--- src/hdl/bts_pkg.sv ---
// bts_pkg: types, constants and the tone table of the buzzer tone sequencer
// used by bts_player and buzzer_tone_sequencer; no dependencies
`default_nettype none

package bts_pkg;

    localparam int QUEUE_DEPTH = 4;
    localparam int SEQ_MAX     = 3;
    localparam int LOAD_N      = (QUEUE_DEPTH < SEQ_MAX) ? QUEUE_DEPTH : SEQ_MAX;
    localparam int IDX_W       = $clog2(LOAD_N);

    localparam int HZ_W  = 10;
    localparam int MS_W  = 9;
    localparam int POS_W = 2;
    localparam int CNT_W = 2;
    localparam int MEL_W = 3;

    localparam logic [MS_W-1:0] ELAPSED_MAX = 9'd511;

    typedef enum logic [1:0] {
        CMD_TICK      = 2'd0,
        CMD_PRESET    = 2'd1,
        CMD_TIMER     = 2'd2,
        CMD_COUNTDOWN = 2'd3
    } t_cmd;

    typedef enum logic [1:0] {
        MODE_WORK       = 2'd0,
        MODE_BREAK      = 2'd1,
        MODE_LONG_BREAK = 2'd2,
        MODE_OTHER      = 2'd3
    } t_mode;

    typedef enum logic [MEL_W-1:0] {
        MEL_WORK_END   = 3'd0,
        MEL_BREAK_END  = 3'd1,
        MEL_CHIME      = 3'd2,
        MEL_BEEP       = 3'd3,
        MEL_TICK       = 3'd4,
        MEL_FINAL      = 3'd5,
        MEL_NONE       = 3'd6
    } t_mel;

    localparam logic [0:0] REG_SOUND_EN = 1'd0;

    typedef struct packed {
        logic [CNT_W-1:0]            count;
        logic [SEQ_MAX-1:0][HZ_W-1:0] hz;
        logic [SEQ_MAX-1:0][MS_W-1:0] ms;
    } t_melody;

    typedef struct packed {
        logic valid;
        logic is_tick;
        t_mel mel;
    } t_req;

    typedef struct packed {
        logic [HZ_W-1:0] tone_hz;
        logic            sounding;
        logic            accepted;
    } t_res;

    function automatic t_melody melody_of(input t_mel m);
        t_melody r;
        r = '0;
        unique case (m)
            MEL_WORK_END: begin
                r.count = 2'd3;
                r.hz = {10'd784, 10'd659, 10'd523};
                r.ms = {9'd280, 9'd250, 9'd250};
            end
            MEL_BREAK_END: begin
                r.count = 2'd3;
                r.hz = {10'd523, 10'd659, 10'd784};
                r.ms = {9'd280, 9'd250, 9'd250};
            end
            MEL_CHIME: begin
                r.count = 2'd3;
                r.hz = {10'd784, 10'd659, 10'd523};
                r.ms = {9'd200, 9'd150, 9'd150};
            end
            MEL_BEEP: begin
                r.count = 2'd1;
                r.hz[0] = 10'd880;
                r.ms[0] = 9'd100;
            end
            MEL_TICK: begin
                r.count = 2'd1;
                r.hz[0] = 10'd880;
                r.ms[0] = 9'd50;
            end
            MEL_FINAL: begin
                r.count = 2'd2;
                r.hz = {10'd0, 10'd880, 10'd880};
                r.ms = {9'd0, 9'd200, 9'd100};
            end
            default: r = '0;
        endcase
        return r;
    endfunction

    function automatic t_mel melody_select(input t_cmd cmd, input logic [1:0] kind,
                                           input t_mode mode, input logic rem);
        t_mel r;
        r = MEL_NONE;
        unique case (cmd)
            CMD_TICK:      r = MEL_NONE;
            CMD_PRESET:    r = t_mel'({1'b0, kind});
            CMD_TIMER: begin
                unique case (mode)
                    MODE_WORK:       r = MEL_BREAK_END;
                    MODE_BREAK:      r = MEL_WORK_END;
                    MODE_LONG_BREAK: r = MEL_WORK_END;
                    MODE_OTHER:      r = MEL_NONE;
                    default:         r = MEL_NONE;
                endcase
            end
            CMD_COUNTDOWN: r = rem ? MEL_TICK : MEL_FINAL;
            default:       r = MEL_NONE;
        endcase
        return r;
    endfunction

endpackage

`default_nettype wire

--- src/hdl/bts_player.sv ---
// bts_player: tone stores, position and elapsed counters of the sequencer
// depends on bts_pkg
`default_nettype none

module bts_player
    import bts_pkg::*;
(
    input  wire  i_clk,
    input  wire  i_rst_n,
    input  wire  i_sound_en,
    input  t_req i_req,
    output t_res o_res
);

    logic [LOAD_N-1:0][HZ_W-1:0] r_freq;
    logic [LOAD_N-1:0][MS_W-1:0] r_len;
    logic [POS_W-1:0] r_pos, n_pos;
    logic [CNT_W-1:0] r_seq_len, n_seq_len;
    logic [MS_W-1:0]  r_elapsed, n_elapsed;
    logic             r_playing, n_playing;

    t_melody          mel;
    logic             can_start;
    logic [MS_W-1:0]  el_inc;
    logic [POS_W:0]   pos_next;

    always_comb begin
        mel       = melody_of(i_req.mel);
        can_start = !i_req.is_tick && i_sound_en && !r_playing
                    && (mel.count != '0) && (int'(mel.count) <= QUEUE_DEPTH);
        el_inc    = (r_elapsed < ELAPSED_MAX) ? r_elapsed + 1'b1 : r_elapsed;
        pos_next  = {1'b0, r_pos} + 1'b1;

        n_pos     = r_pos;
        n_seq_len = r_seq_len;
        n_elapsed = r_elapsed;
        n_playing = r_playing;

        if (i_req.valid) begin
            if (can_start) begin
                n_playing = 1'b1;
                n_seq_len = mel.count;
                n_pos     = '0;
                n_elapsed = '0;
            end else if (i_req.is_tick && r_playing) begin
                if (el_inc < r_len[IDX_W'(r_pos)]) begin
                    n_elapsed = el_inc;
                end else if (pos_next < {1'b0, r_seq_len}) begin
                    n_pos     = pos_next[POS_W-1:0];
                    n_elapsed = '0;
                end else begin
                    n_playing = 1'b0;
                    n_seq_len = '0;
                    n_pos     = '0;
                    n_elapsed = '0;
                end
            end
        end

        o_res.sounding = n_playing;
        o_res.accepted = i_req.valid && can_start;
        if (!n_playing) begin
            o_res.tone_hz = '0;
        end else if (i_req.valid && can_start) begin
            o_res.tone_hz = mel.hz[0];
        end else begin
            o_res.tone_hz = r_freq[IDX_W'(n_pos)];
        end
    end

    always_ff @(posedge i_clk) begin
        if (!i_rst_n) begin
            r_pos     <= '0;
            r_seq_len <= '0;
            r_elapsed <= '0;
            r_playing <= 1'b0;
        end else begin
            r_pos     <= n_pos;
            r_seq_len <= n_seq_len;
            r_elapsed <= n_elapsed;
            r_playing <= n_playing;
        end
    end

    // tone stores, loaded on a started sequence
    always_ff @(posedge i_clk) begin
        for (int i = 0; i < LOAD_N; i++) begin
            if (i_req.valid && can_start && (i < int'(mel.count))) begin
                r_freq[i] <= mel.hz[i];
                r_len[i]  <= mel.ms[i];
            end
        end
    end

endmodule

`default_nettype wire

--- src/hdl/buzzer_tone_sequencer.sv ---
// buzzer_tone_sequencer: top level with stream ports, apb register and result register
// depends on bts_pkg and bts_player
//
// One result comes out for every transaction taken: a one-millisecond tick (cmd 0) or a
// sound request (cmd 1..3). State updates at the edge a transaction is accepted and
// its result sits in the output register from the next cycle. s_tready stays high
// while the output register is empty or being drained, so a new transaction can enter
// every cycle. The apb register at paddr[2] = 0 (bit 0) enables sound, reset 1.
`default_nettype none

module buzzer_tone_sequencer
    import bts_pkg::*;
(
    input  wire         i_clk,
    input  wire         i_rst_n,
    input  wire         s_tvalid,
    output logic        s_tready,
    input  wire  [7:0]  s_tdata,   // sound_kind[1:0], timer_mode[3:2], remaining_positive[4]
    input  wire  [1:0]  s_tuser,   // cmd[1:0]
    output logic        m_tvalid,
    input  wire         m_tready,
    output logic [15:0] m_tdata,   // tone_hz[9:0], sounding[10], accepted[11]
    input  wire         psel,
    input  wire         penable,
    input  wire         pwrite,
    input  wire  [2:0]  paddr,
    input  wire  [31:0] pwdata,
    output logic [31:0] prdata,
    output logic        pready
);

    logic r_sound_en;
    logic r_m_valid;
    t_res r_res;
    t_req req;
    t_res res;

    assign pready   = 1'b1;
    assign prdata   = {31'd0, r_sound_en};
    assign s_tready = !r_m_valid || m_tready;

    always_comb begin
        req.valid   = s_tvalid && s_tready;
        req.is_tick = (t_cmd'(s_tuser) == CMD_TICK);
        req.mel     = melody_select(t_cmd'(s_tuser), s_tdata[1:0],
                                    t_mode'(s_tdata[3:2]), s_tdata[4]);
    end

    bts_player u_player (
        .i_clk      (i_clk),
        .i_rst_n    (i_rst_n),
        .i_sound_en (r_sound_en),
        .i_req      (req),
        .o_res      (res)
    );

    always_ff @(posedge i_clk) begin
        if (!i_rst_n) begin
            r_sound_en <= 1'b1;
        end else if (psel && penable && pwrite && pready && (paddr[2] == REG_SOUND_EN)) begin
            r_sound_en <= pwdata[0];
        end
    end

    always_ff @(posedge i_clk) begin
        if (!i_rst_n) begin
            r_m_valid <= 1'b0;
        end else if (req.valid) begin
            r_m_valid <= 1'b1;
        end else if (m_tready) begin
            r_m_valid <= 1'b0;
        end
    end

    always_ff @(posedge i_clk) begin
        if (req.valid) begin
            r_res <= res;
        end
    end

    assign m_tvalid = r_m_valid;
    assign m_tdata  = {4'd0, r_res.accepted, r_res.sounding, r_res.tone_hz};

endmodule

`default_nettype wire
--- config.mk ---
export PLATFORM = sky130hd
export DESIGN_NAME = buzzer_tone_sequencer
export DESIGN_NICKNAME = d
export VERILOG_FILES = /design/src/hdl/bts_pkg.sv /design/src/hdl/bts_player.sv /design/src/hdl/buzzer_tone_sequencer.sv
export SDC_FILE = /design/constraint.sdc
export NUM_CORES = 1
export LEC_CHECK = 0
export BUFFER_PORTS_ARGS = -buffer_cell sky130_fd_sc_hd__clkbuf_2
export CAP_MARGIN = 0
export CORE_UTILIZATION = 40
export CTS_CLUSTER_SIZE = 28
export DETAILED_ROUTE_END_ITERATION = 16
export HOLD_SLACK_MARGIN = 0.02
export MAX_ROUTING_LAYER = met4
export PLACE_DENSITY = 0.66
export SLEW_MARGIN = 30
export SYNTH_ARGS = -nofsm -noshare
export SYNTH_HDL_FRONTEND = slang
export SYNTH_HIERARCHICAL = 1
export SYNTH_SLANG_ARGS = --single-unit
--- constraint.sdc ---
create_clock -name i_clk -period 4.5 [get_ports i_clk]
set_clock_uncertainty 0.2 [all_clocks]
set_input_delay 0.45 -clock i_clk [delete_from_list [all_inputs] [get_ports i_clk]]
set_output_delay 0.45 -clock i_clk [all_outputs]
set_load 0.01 [all_outputs]
==> results by stage, run 1 <==
Setup path:
- The critical path is of the flip-flop to flip-flop type.
- The worst setup path is captured at a flip-flop.
- The worst register-to-register path has a depth of 13.
- On the worst path, the slowest cell contributes a delay of around 0.45 ns.
- The largest driver fanout on the critical path is 6.
- The startpoint of the most critical register-to-register path is u_player/r_elapsed[4].
- The endpoint of the most critical register-to-register path is m_tdata[0].
- The flop-to-flop setup slack is approximately 0.57 ns.
- The critical path goes through and4_1 > nand2_1 > o2111a_1 > nand3_1 > xnor2_1 > ha_1 > and3_1 > and2_4 > a21oi_4 > and3b_1 > a22oi_2 > mux2_4 > a21o_1.
- STA puts the critical path data required time at 4.38 ns.
- The data arrival time of the critical path is about 3.8 ns.
- The worst setup path is launched from a flip-flop.
- The highest-delay cell along the critical path is sky130_fd_sc_hd__dfxtp_1.

Clock tree:
- The deepest level of the CTS H-tree is 2.
- After clock tree synthesis, the flow added hold-fix buffers numbering 0.
- The number of setup buffers added after CTS is 0.
- The longest clock path from root to sink contains 2 buffers.
- Once the clock tree was built, the resizer swapped 0 gates to a different size.
- Clock tree synthesis inserted a total of 5 buffers.
- The tree built by TritonCTS fans out to 52 sinks.
- The clock-pin slew on the worst setup and hold paths is 0.10 ns.
- The later-pin clock latency in the skew report is 0.31 ns.
- TritonCTS built the clock tree.
- The tree is rooted in a sky130_fd_sc_hd__clkbuf_8.

Die:
- In this run the vertical extent of the chip is around 90 um.
- The I/O pin count is a little over 100.
- The die width is 89.92 um.
- The initial utilization of the core area, before any placement, comes to between 40% and 50%.
- The number of standard-cell rows in the floorplan is 31.
- The placeable core area is around 7400 um2.
- The die covers 8085 um2.

Worst hold path:
- The worst hold path begins at s_tvalid.
- The number of instances on the worst hold path is 3.
- The class of the most critical hold timing path is primary input to flip-flop.
- The worst hold path terminates at m_tvalid.

Global routing:
- Summed over all layers, the global routing overflow is 0.
- The wire length of the first global-routing pass is approximately 9500 um.
- The number of antenna violations at the first check in global routing came to 0.
- The via count of the first global-routing pass was just under 2,000.
- The maximum number of pins on one net before global-route repair is 19.
- The total routing usage reported by global routing is around 15%.

STA:
- The summed negative setup slack over all endpoints is 0 ns.
- The worst relative slew slack is ~58%.
- The slew of the pin with the lowest slew margin is 0.6300 ns.
- Setup repair after global routing left no endpoint under its margin.
- The minimum clock period after layout is around 3.9 ns.
- Setup violations remaining at the end of the flow were counted as 0.
- The final critical path takes up between 80% and 90% of the cycle.
- The highest clock rate is between 200 and 300 MHz.
- The count of pins over their slew limit is 0.
- The number of failing hold endpoints at the final stage is 0.

Drt:
- The detailed-route DRC error count is 0.
- For this block, the routed nets add up to around 5600 um of wire.
- The detailed router finished its first iteration with 70 violations.
- The routed layout has about 2,000 vias.
- Dividing the detail-routed wire length by the instance count gives around 13 um.
- The pre-antenna-repair detailed-routing pass consisted of 4 iterations.
- The average vias per placed instance is 4.808.
- Once detail routing completed, the nets flagged for antenna violations numbered 0.

Pwr:
- VDD sags by at most between 0.1 and 0.15 mV.
- In this run the power density over the cells is ~300 nW/um2.
- The cell internal power dissipation is approximately 710 uW.
- Of the total power, registers draw approximately 56%.
- The switching power total is around 280 uW.
- The share of power burned in the clock network is 28.2%.
- The cell leakage power is 1.367 nW.
- The fraction of power spent switching nets is around 28%.
- The power share of the combinational group is approximately 16%.

Final layout:
- The net count reported at finish is ~390.
- The fraction of layout cells with a size suffix above 1 is a little under a fifth.
- The diode insertion count for antenna repair is 0.
- Leaving out filler cells and counting taps, the final layout contains around 430.
- From synthesis to final layout, the design area changed by 6.071%.

Logic synthesis:
- The mean instance size in the synthesized netlist is around 10 um2.
- The number of distinct library cells after synthesis is 60.
- In this run, synthesis produced a sequential element count of between 50 and 60.
- Summing the sequential cell areas from Yosys gives about 45% of the chip area.
- Of all flip-flops after synthesis, the portion carrying an async set or reset was 0%.
- The area of the mapped netlist is ~3100 um2.
- Yosys mapped a number of flops with a built-in enable equal to 36.
- Synthesis handed over a netlist of approximately 300 instances.
- The most used flip-flop cell after synthesis is sky130_fd_sc_hd__edfxtp_1.
- For this run, the number of Yosys warnings is 6.

Placed design:
- During placement, the flow inserted port buffers numbering 30.
- The weighted congestion at the end of routability-driven global placement is 0.8341.
- Summed over all nets, the half-perimeter wirelength after detailed placement is 4268 um.
- Including well taps, the total number of placed cells is 418.

Status:
- The flow ran to the end, and the final reports show no timing, DRC or antenna violations.

Run:
- The number of violations of the max-capacitance limit is 0.
==> layout by cell type (no fill, tap or decap), types with 2 or more instances in the layout <==
cell and n:
sky130_fd_sc_hd__xor2_1 3, sky130_fd_sc_hd__xnor2_1 2, sky130_fd_sc_hd__clkbuf_8 5, sky130_fd_sc_hd__o21ai_0 6, sky130_fd_sc_hd__inv_6 2, sky130_fd_sc_hd__a21boi_0 4
sky130_fd_sc_hd__a21oi_1 18, sky130_fd_sc_hd__and3b_1 2, sky130_fd_sc_hd__o21a_1 5, sky130_fd_sc_hd__nand3b_1 3, sky130_fd_sc_hd__nor3_1 2, sky130_fd_sc_hd__a211oi_1 2
sky130_fd_sc_hd__mux2_2 5, sky130_fd_sc_hd__clkbuf_2 30, sky130_fd_sc_hd__nand2b_1 3, sky130_fd_sc_hd__buf_4 3, sky130_fd_sc_hd__edfxtp_1 36, sky130_fd_sc_hd__nand4_1 2
sky130_fd_sc_hd__nor2b_1 13, sky130_fd_sc_hd__dfxtp_1 16, sky130_fd_sc_hd__and2_1 6, sky130_fd_sc_hd__inv_1 10, sky130_fd_sc_hd__nor2_1 20, sky130_fd_sc_hd__nand3_1 9
sky130_fd_sc_hd__conb_1 37, sky130_fd_sc_hd__mux2i_1 8, sky130_fd_sc_hd__and3_1 4, sky130_fd_sc_hd__a21o_1 2, sky130_fd_sc_hd__nand2_1 26, sky130_fd_sc_hd__ha_1 10
==> cell families (layout without fill, tap and decap cells) <==
| family | count (synthesis) | after routing | share of synthesized area [%] |
|---|---|---|---|
| other | 3 | 37 | 0.3642 |
| adder cells (fa/ha/maj) | 11 | 11 | 4.694 |
| buffers and inverters | 57 | 52 | 12.10 |
| multiplexers | 14 | 14 | 4.897 |
| AND/OR/NAND/NOR | 99 | 99 | 17.08 |
| AO/OA/AOI/OAI | 57 | 57 | 14.12 |
| XOR/XNOR | 5 | 5 | 1.417 |
| flip-flops | 52 | 52 | 45.33 |
==> per-stage QoR <==
step	worst slack (ns)	utilization [%]	instance area, um2	power [mW]	hold slack, ns
2_1_floorplan	0.8658	-	3219	0.7067	0.2551
3_3_place_gp	0.6482	43.23	3186	0.7227	0.2749
6_report	0.5743	44.50	3279	0.9978	0.1724
5_1_grt	0.3593	44.50	3279	1.049	0.1835
4_1_cts	0.5798	44.50	3279	1.005	0.1738
3_5_place_dp	0.6002	43.23	3186	0.7278	0.2784
==> state kept, by name (all words and copies together), names as in the netlist <==
| signal | cells |
|---|---|
| u_player/r_freq | 10 |
| r_sound_en | 1 |
| u_player/r_seq_len | 2 |
| u_player/r_playing | 1 |
| u_player/r_elapsed | 9 |
| m_tvalid | 1 |
| u_player/r_pos | 2 |
| u_player/r_len | 14 |
| m_tdata | 12 |
==> Yosys cell counts (3+ instances only) <==
| cell type | count | area share, % |
|---|---|---|
| sky130_fd_sc_hd__o21a_1 | 5 | 1.2 |
| sky130_fd_sc_hd__nand2_1 | 26 | 3.2 |
| sky130_fd_sc_hd__and2_1 | 6 | 1.2 |
| sky130_fd_sc_hd__dfxtp_1 | 16 | 10 |
| sky130_fd_sc_hd__mux2i_1 | 8 | 2.6 |
| sky130_fd_sc_hd__nor2_1 | 20 | 2.4 |
| sky130_fd_sc_hd__a21boi_0 | 4 | 0.97 |
| sky130_fd_sc_hd__a21oi_1 | 18 | 2.9 |
| sky130_fd_sc_hd__mux2_2 | 5 | 1.8 |
| sky130_fd_sc_hd__nand3b_1 | 3 | 0.73 |
| sky130_fd_sc_hd__buf_4 | 42 | 10 |
| sky130_fd_sc_hd__nand3_1 | 9 | 1.5 |
| sky130_fd_sc_hd__clkbuf_1 | 4 | 0.49 |
| sky130_fd_sc_hd__o21ai_0 | 6 | 0.97 |
| sky130_fd_sc_hd__nor2b_1 | 13 | 2.6 |
| sky130_fd_sc_hd__xor2_1 | 3 | 0.85 |
| sky130_fd_sc_hd__edfxtp_1 | 36 | 35 |
| sky130_fd_sc_hd__conb_1 | 3 | 0.36 |
| sky130_fd_sc_hd__and3_1 | 4 | 0.81 |
| sky130_fd_sc_hd__nand2b_1 | 3 | 0.61 |
| sky130_fd_sc_hd__ha_1 | 10 | 4.0 |
| sky130_fd_sc_hd__inv_1 | 10 | 1.2 |
==> cell type report <==
class                           instances  area [um2]
Clock buffer                            5       68.82
Clock inverter                          3       25.02
Fill cell                             718        4090
Inverter                               11       43.79
Multi-Input combinational cell        223        1444
Sequential cell                        52        1401
Tap cell                               99       123.9
Timing Repair Buffer                   33       172.7
==> worst max-delay path by stage <==
stage	endpoint	slack (ns)	from
floorplan	m_tdata[1]	0.87	u_player/r_elapsed[2]
global placement	m_tdata[3]	0.65	u_player/r_elapsed[4]
detailed placement	m_tdata[0]	0.60	u_player/r_elapsed[4]
CTS	m_tdata[0]	0.58	u_player/r_elapsed[4]
global route	m_tdata[1]	0.36	u_player/r_elapsed[4]
finish	m_tdata[0]	0.57	u_player/r_elapsed[4]
==> power by group through the flow <==
| stage | Combinational [mW] | Sequential, mW | Clock [mW] |
|---|---|---|---|
| after floorplan | 0.136 | 0.571 | 0 |
| after global placement | 0.155 | 0.567 | 0 |
| after detailed placement | 0.160 | 0.568 | 0 |
| after CTS | 0.161 | 0.557 | 0.287 |
| after global routing | 0.179 | 0.560 | 0.310 |
| final | 0.159 | 0.557 | 0.282 |
==> worst max-delay path, delay by kind of cell, from the launching register on <==
family,cells,cell delay [ns]
AO/OA/AOI/OAI,4,1.07
XOR/XNOR,1,0.09
adder cells (fa/ha/maj),1,0.35
flip-flops,1,0.45
multiplexers,1,0.35
AND/OR/NAND/NOR,6,1.19
==> metal layers <==
layer	wire length (um)	part of all wire, %	vias up	track usage (%)
met5	0	0	-	-
li1	-	-	1046	-
met2	2839	50	41	25.13
met3	163	2.9	3	2.876
met1	2604	46	958	18.90
met4	31	0.55	0	5.511
(Power assumes the default switching activity.)
==> run 2: changes to the inputs <==
- PLACE_DENSITY: 0.66 -> 0.68
- clock period: 4.5 -> 3.3 ns (I/O delays scaled with it)
==> run 2 against run 1 <==
Against the previous run:
- the run now ends with setup timing left
- core utilization is 6.8 points higher
- cell area up 15%
- clock power up 87%
- die area unchanged
- critical path depth grew 2
- sequential cell count is the same
- register-to-register slack lost 0.69 ns
- via count up 8.6%
- largest power group unchanged
- worst hold slack lost 0.13 ns
- first-iteration DRC count grew 59%
- fmax rose by 15%
- sequential power grew 36%
==> results by stage, run 2 (synthesized netlist as in run 1, its figures left out) <==
STA:
- RSZ-0062 raised after global routing: yes (was no).
- The setup violation total in the final timing report was 8 (was 0).
- The final critical-path share of the clock period is 103.5% (was 87.24%).
- The worst relative slew slack is 61.96% (was 57.85%).
- The highest clock rate came to 292.8 MHz (was 254.7 MHz).
- The least setup slack across all paths after layout was -0.1152 ns (was 0.5743 ns).
- The minimum clock period after layout is 3.415 ns (was 3.926 ns).
- The summed negative setup slack over all endpoints was -0.7631 ns (was 0 ns).
- The slew of the pin with the lowest slew margin came to 0.5686 ns (was 0.6300 ns).
- The count of pins over their slew limit was 0 (unchanged).
- The number of failing hold endpoints at the final stage is 0 (unchanged).

Die:
- The die area is 8085 um2 (unchanged).
- The I/O pin count came to 103 (unchanged).
- The effective utilization at floorplan is 41.95% (unchanged).
- The die width is 89.92 um (unchanged).
- The number of standard-cell rows in the floorplan is 31 (unchanged).
- The placeable core area is 7370 um2 (unchanged).
- The height of the chip is 89.92 um (unchanged).

Global routing:
- The total routing usage reported by global routing came to 16.09% (was 15.31%).
- The wire length of the first global-routing pass is 10,010 um (was 9501 um).
- The maximum number of pins on one net before global-route repair came to 18 (was 19).
- The global-route congestion overflow total is 0 (unchanged).
- The number of antenna violations at the first check in global routing is 0 (unchanged).
- The via count of the first global-routing pass came to 2,089 (was 1,935).

Drt:
- The detailed-route DRC error count was 0 (unchanged).
- The DRC violation total after the first TritonRoute iteration is 111 (was 70).
- The number of iterations in the first detailed-routing pass is 4 (unchanged).
- The final routed wire length divided by cell count came to 13.70 um (was 13.24 um).
- The detailed-route via count came to 2,225 (was 2,048).
- The average vias per placed instance is 4.847 (was 4.808).
- The count of nets left with antenna violations after detail routing is 0 (unchanged).
- The detailed-route wire length came to 6289 um (was 5639 um).

Pwr:
- The largest voltage drop on the vdd net was 0.2084 mV (was 0.1117 mV).
- The power density normalized to cell area is 407.6 nW/um2 (was 304.3 nW/um2).
- The cell leakage power is 1.641 nW (was 1.367 nW).

Final layout:
- Most frequent cells in the layout: sky130_fd_sc_hd__conb_1, sky130_fd_sc_hd__edfxtp_1, sky130_fd_sc_hd__buf_4 (was sky130_fd_sc_hd__conb_1, sky130_fd_sc_hd__edfxtp_1, sky130_fd_sc_hd__clkbuf_2).
- The net count reported at finish is 422 (was 389).
- The area growth from synthesis to layout is 22.30% (was 6.071%).
- The most common library cell in the layout ignoring fill and taps is sky130_fd_sc_hd__conb_1 (unchanged).
- The diode insertion count for antenna repair is 0 (unchanged).
- The final instance area is 3781 um2 (was 3279 um2).
- The flip-flop count of the largest register after layout is 14 (unchanged).
- The register with the most flip-flops is u_player/r_len (unchanged).
- The fraction of layout cells with a size suffix above 1 is 33.89% (was 18.04%).
- The filler cell count in the final layout is 658 (was 718).

Worst hold path:
- The class of the most critical hold timing path was primary input to flip-flop (unchanged).
- The start point of the worst hold path is s_tvalid (unchanged).

Placed design:
- The weighted congestion at the end of routability-driven global placement was 0.8678 (was 0.8341).
- The area of placed instances is 3430 um2 (was 3186 um2).
- The count of buffers inserted at the top-level ports is 30 (unchanged).
- The placed wire-length estimate is 4537 um (was 4268 um).

Clock tree:
- The clock tree from TritonCTS is yes (unchanged).
- The deepest level of the CTS H-tree is 2 (unchanged).
- The root cell of the clock tree is sky130_fd_sc_hd__clkbuf_8 (unchanged).
- The clock-pin slew on the worst setup and hold paths is 0.10 ns (about the same).
- The total clock sinks came to 52 (unchanged).
- The number of clock buffers inserted by TritonCTS came to 5 (unchanged).
- The later-pin clock latency in the skew report was 0.31 ns (about the same).
- The deepest clock path buffer count is 2 (unchanged).

Setup path:
- The family of cells with the greatest summed delay on the critical path was simple AND/OR/NAND/NOR gates (unchanged).
- The highest-delay cell along the critical path is sky130_fd_sc_hd__ha_1 (was sky130_fd_sc_hd__dfxtp_1).
- The data arrival time of the critical path is 3.28 ns (was 3.80 ns).
- The cell repeated most along the worst path is sky130_fd_sc_hd__buf_6.
- The data required time of the worst path is 3.17 ns (was 4.38 ns).
- The largest driver fanout on the critical path is 5 (was 6).
- The startpoint of the most critical register-to-register path is u_player/r_elapsed[4] (unchanged).
- The critical path buffer and inverter count is 3 (was 0).
- The start point of the critical path is u_player/r_elapsed[4] (unchanged).
- The maximum single-stage delay on the critical path is 0.36 ns (was 0.45 ns).
- The endpoint kind of the worst setup timing path was a flip-flop (unchanged).
- The sort of element at the start of the critical path is a flip-flop (unchanged).
- Series of cell instances along the critical path: and4_4 > nand2_4 > o2111a_2 > nand3_2 > xnor2_2 > ha_1 > and3_4 > and2_4 > a21oi_4 > buf_4 > buf_6 > o22ai_4 > buf_6 > mux2i_2 > o211ai_1 (was and4_1 > nand2_1 > o2111a_1 > nand3_1 > xnor2_1 > ha_1 > and3_1 > and2_4 > a21oi_4 > and3b_1 > a22oi_2 > mux2_4 > a21o_1).
- The start-to-end type of the worst setup path is flip-flop to flip-flop (unchanged).

Status:
- The checks that failed: setup timing.
- Outcome: finished, violations left (was complete, no violations).

Run:
- The number of violations of the max-capacitance limit is 0 (unchanged).
run 2: changes by cell type in the layout (fill, tap and decap cells not counted), moves of 3 or more:
| cell | previous run | this run |
|---|---|---|
| sky130_fd_sc_hd__nand3_1 | 9 | 6 |
| sky130_fd_sc_hd__dfxtp_2 | 0 | 6 |
| sky130_fd_sc_hd__dfxtp_1 | 16 | 9 |
| sky130_fd_sc_hd__buf_6 | 0 | 4 |
| sky130_fd_sc_hd__nand2_1 | 26 | 23 |
| sky130_fd_sc_hd__nand3_2 | 0 | 3 |
| sky130_fd_sc_hd__buf_4 | 3 | 31 |
run 2: timing repair:
item	4_1_cts	5_1_grt
pin swaps	13	18
resized for setup	9	20
setup buffers	2	5
endpoints found under the setup margin	8	9
hold buffers	0	0
run 2: worst min-delay path: stages:
cell and delay [ns]:
sky130_fd_sc_hd__clkbuf_2 0.09, sky130_fd_sc_hd__inv_1 0.04, sky130_fd_sc_hd__a21boi_0 0.06
run 2: stage by stage:
stage               instances  power [mW]  hold WS (ns)  worst slack, ns  utilization [%]
CTS                       454       1.538       0.04964         -0.05570            49.20
global route              459       1.608       0.08102          -0.2200            51.31
floorplan                 332      0.9640        0.2475          -0.1307                -
global placement          444      0.9984        0.3090         -0.07210            46.54
detailed placement        444       1.006        0.3173         -0.08051            46.54
finish                    459       1.541       0.04492          -0.1152            51.31
run 2: worst paths after layout:
kind	to	slack, ns	cells past startpoint
hold / removal	m_tvalid	0.04	3
setup reg to reg	m_tdata[9]	-0.12	15
hold reg to reg	m_tvalid	0.33	2
setup / recovery	m_tdata[9]	-0.12	15
run 2: final cells by class:
| type | count | area [um2] | share of cell area [%] |
|---|---|---|---|
| Inverter | 11 | 43.79 | 1.158 |
| Multi-Input combinational cell | 223 | 1615 | 42.72 |
| Sequential cell | 52 | 1413 | 37.36 |
| Timing Repair Buffer | 66 | 447.9 | 11.85 |
| Clock inverter | 3 | 68.82 | 1.820 |
| Tap cell | 99 | 123.9 | 3.276 |
| Clock buffer | 5 | 68.82 | 1.820 |
run 2: report_power, final:
part | switching [mW] | total [mW] | leakage (nW) | internal, mW
registers | 0.0146 | 0.759 | 0.479 | 0.745
clock network | 0.221 | 0.527 | 0.0687 | 0.305
logic | 0.158 | 0.255 | 1.09 | 0.0976
run 2: metal layers:
layer / part of all wire, % / GRT usage (%) / wire (um) / vias up
li1: - / - / - / 1108
met1: 44 / 19.58 / 2747 / 1060
met2: 50 / 27.12 / 3168 / 51
met3: 4.3 / 2.876 / 269 / 6
met4: 1.7 / 5.242 / 104 / 0
met5: 0 / - / 0 / -
==> run 3: changes to the inputs <==
- CELL_PAD_IN_SITES_DETAIL_PLACEMENT: not set -> 1
- CELL_PAD_IN_SITES_GLOBAL_PLACEMENT: not set -> 2
- CORE_UTILIZATION: 40 -> 28
- PLACE_DENSITY: 0.68 -> not set
- PLACE_DENSITY_LB_ADDON: not set -> 0.1
==> run 3 against run 2 <==
Against the previous run:
- the run ends with DRC, setup timing left
- routed wire length is 17% higher
- total power is 5.1% lower
- worst hold slack worse by 0.0023 ns
- non-clock buffer count is 7 higher
- clock power is 15% lower
- cell count is 10% higher
- largest power group unchanged
==> results by stage, run 3 (synthesized netlist as in run 1, its figures left out) <==
Placed design:
- The weighted congestion at the end of routability-driven global placement is 0.7526 (was 0.8678).
- The area of placed instances came to 3548 um2 (was 3430 um2).
- The placed wire-length estimate is 5807 um (was 4537 um).
- The count of buffers inserted at the top-level ports is 30 (unchanged).

STA:
- The worst relative slew slack is 61.17% (was 61.96%).
- RSZ-0062 raised after global routing: yes (unchanged).
- The final critical-path share of the clock period is 102.6% (was 103.5%).
- The count of pins over their slew limit is 0 (unchanged).
- The summed negative setup slack over all endpoints was -0.3707 ns (was -0.7631 ns).
- The least setup slack across all paths after layout is -0.08550 ns (was -0.1152 ns).
- The slew of the pin with the lowest slew margin came to 0.5804 ns (was 0.5686 ns).
- The minimum clock period after layout is 3.385 ns (was 3.415 ns).
- The highest clock rate is 295.4 MHz (was 292.8 MHz).
- The setup violation total in the final timing report was 8 (unchanged).
- The number of failing hold endpoints at the final stage is 0 (unchanged).

Setup path:
- The flop-to-flop setup slack is -0.09 ns (was -0.12 ns).
- The data required time of the worst path is 3.16 ns (was 3.17 ns).
- The sort of element at the start of the critical path is a flip-flop (unchanged).
- The largest driver fanout on the critical path is 4 (was 5).
- The startpoint of the most critical register-to-register path is u_player/r_elapsed[3] (was u_player/r_elapsed[4]).
- The endpoint of the most critical register-to-register path is m_tdata[0] (was m_tdata[9]).
- The endpoint kind of the worst setup timing path is a flip-flop (unchanged).
- The data arrival time of the critical path is 3.24 ns (was 3.28 ns).
- The end point of the critical path is m_tdata[0] (was m_tdata[9]).
- The start-to-end type of the worst setup path is flip-flop to flip-flop (unchanged).
- The start point of the critical path is u_player/r_elapsed[3] (was u_player/r_elapsed[4]).
- The number of cells on the worst reg-to-reg path is 12 (was 15).

Final layout:
- The fraction of layout cells with a size suffix above 1 was 32.43% (was 33.89%).
- The most common library cell in the layout ignoring fill and taps is sky130_fd_sc_hd__buf_4 (was sky130_fd_sc_hd__conb_1).
- The core utilization of the finished layout is 35.00% (was 51.31%).
- The final instance area is 3777 um2 (was 3781 um2).
- The flip-flop count of the largest register after layout was 14 (unchanged).
- The diode insertion count for antenna repair is 0 (unchanged).
- The register with the most flip-flops is u_player/r_len (unchanged).
- Most frequent cells in the layout: sky130_fd_sc_hd__buf_4, sky130_fd_sc_hd__conb_1, sky130_fd_sc_hd__edfxtp_1 (was sky130_fd_sc_hd__conb_1, sky130_fd_sc_hd__edfxtp_1, sky130_fd_sc_hd__buf_4).
- The net count reported at finish was 429 (was 422).
- The area growth from synthesis to layout is 22.18% (was 22.30%).

Pwr:
- The switching power total was 393.4 uW (was 393.7 uW).
- The fraction of power spent switching nets is 26.90% (was 25.55%).
- The power share of the combinational group is 17.7% (was 16.6%).
- The largest voltage drop on the vdd net was 0.1715 mV (was 0.2084 mV).
- The cell internal power dissipation came to 1.069 mW (was 1.147 mW).
- The fraction of power consumed by sequential logic came to 51.9% (was 49.3%).
- The cell leakage power is 1.633 nW (was 1.641 nW).
- The share of power burned in the clock network is 30.5% (was 34.2%).
- The power density normalized to cell area came to 387.2 nW/um2 (was 407.6 nW/um2).

Die:
- The height of the chip was 107.1 um (was 89.92 um).
- The number of standard-cell rows in the floorplan came to 38 (was 31).
- The effective utilization at floorplan came to 28.65% (was 41.95%).
- The die width is 107.1 um (was 89.92 um).
- The I/O pin count is 103 (unchanged).
- The die area came to 11,470 um2 (was 8085 um2).
- The placeable core area is 10,790 um2 (was 7370 um2).

Drt:
- The count of nets left with antenna violations after detail routing is 0 (unchanged).
- The routed length on met3 is 231 um (was 269 um).
- The detailed-route DRC error count is 1 (was 0).
- The post-route met1 wirelength is 3393 um (was 2747 um).
- The final routed wire length divided by cell count is 14.48 um (was 13.70 um).
- The detailed-route via count is 2,221 (was 2,225).
- The detailed-route wire length is 7343 um (was 6289 um).
- The DRC violation total after the first TritonRoute iteration came to 54 (was 111).
- The average vias per placed instance is 4.381 (was 4.847).
- The top metal layer carrying routed signals is met4 (unchanged).
- The number of iterations in the first detailed-routing pass is 10 (was 4).
- The met2 wirelength from detailed routing came to 3641 um (was 3168 um).

Run:
- The number of violations of the max-capacitance limit is 0 (unchanged).

Worst hold path:
- The class of the most critical hold timing path is primary input to flip-flop (unchanged).

Global routing:
- The number of antenna violations at the first check in global routing is 0 (unchanged).
- The global-route congestion overflow total came to 0 (unchanged).
- The via count of the first global-routing pass is 2,373 (was 2,089).
- The wire length of the first global-routing pass is 12,180 um (was 10,010 um).
- The maximum number of pins on one net before global-route repair is 16 (was 18).
- The total routing usage reported by global routing is 14.30% (was 16.09%).

Status:
- Outcome: finished, violations left (unchanged).
- Violated checks: DRC, setup timing (was setup timing).

Clock tree:
- The deepest clock path buffer count was 2 (unchanged).
- The deepest level of the CTS H-tree came to 2 (unchanged).
- The number of clock buffers inserted by TritonCTS is 5 (unchanged).
- The number of buffers added to fix hold violations after cts is 0 (unchanged).
- The total clock sinks is 52 (unchanged).
- The clock-pin slew on the worst setup and hold paths was 0.10 ns (about the same).
- The later-pin clock latency in the skew report is 0.31 ns (about the same).
- The clock tree from TritonCTS is yes (unchanged).
- The root cell of the clock tree is sky130_fd_sc_hd__clkbuf_8 (unchanged).
==> run 3: cell type report <==
type	count	area (um2)
Tap cell	140	175.2
Inverter	11	43.79
Sequential cell	52	1411
Clock buffer	7	76.32
Multi-Input combinational cell	223	1551
Timing Repair Buffer	73	489.2
Clock inverter	1	30.03
Fill cell	1229	7015
==> run 3: worst max-delay path, stage by stage, from the launching register on <==
cell	delay, ns
sky130_fd_sc_hd__dfxtp_2	0.34
sky130_fd_sc_hd__and4_4	0.26
sky130_fd_sc_hd__nand2_4	0.06
sky130_fd_sc_hd__o2111a_2	0.31
sky130_fd_sc_hd__xor2_1	0.24
sky130_fd_sc_hd__ha_1	0.29
sky130_fd_sc_hd__nand2_1	0.12
sky130_fd_sc_hd__o221ai_4	0.16
sky130_fd_sc_hd__a21oi_4	0.20
sky130_fd_sc_hd__and3b_2	0.24
sky130_fd_sc_hd__a22oi_2	0.20
sky130_fd_sc_hd__mux2_4	0.33
sky130_fd_sc_hd__a21o_1	0.18
==> run 3: worst min path at each step <==
stage / startpoint / cells after the start / end / slack [ns]
detailed placement: u_player/r_seq_len[0] / 2 / u_player/r_seq_len[0] / 0.34
global placement: u_player/r_seq_len[0] / 2 / u_player/r_seq_len[0] / 0.30
CTS: s_tvalid / 3 / m_tvalid / 0.05
finish: s_tvalid / 3 / m_tvalid / 0.04
floorplan: i_rst_n / 1 / u_player/r_seq_len[1] / 0.25
global route: s_tvalid / 3 / m_tvalid / 0.06
==> run 3: repair_timing <==
action,4_1_cts,5_1_grt
setup endpoints to repair,8,10
pin swaps,14,6
cloned,0,0
gates resized for setup,12,3
setup buffers,3,2
==> run 3: through the flow <==
step	worst slack (ns)	std cells	hold WS (ns)	power, mW
after floorplan	-0.1307	332	0.2475	0.9640
after global placement	-0.07567	494	0.3028	1.018
after detailed placement	-0.08780	494	0.3446	1.022
after CTS	-0.08899	505	0.04511	1.477
after global routing	-0.1920	507	0.06082	1.532
final	-0.08550	507	0.04260	1.463
==> run 3: power groups by stage <==
| stage | clock network, mW | logic, mW | registers, mW |
|---|---|---|---|
| floorplan | 0 | 0.185 | 0.779 |
| global placement | 0 | 0.245 | 0.773 |
| detailed placement | 0 | 0.247 | 0.774 |
| CTS | 0.458 | 0.260 | 0.759 |
| global route | 0.479 | 0.290 | 0.763 |
| finish | 0.446 | 0.258 | 0.758 |
==> run 3: layer usage <==
layer | vias up | GRT usage, %
met5 | - | -
met4 | 0 | 3.816
met3 | 5 | 2.796
met2 | 46 | 24.38
met1 | 1056 | 17.25
li1 | 1114 | -
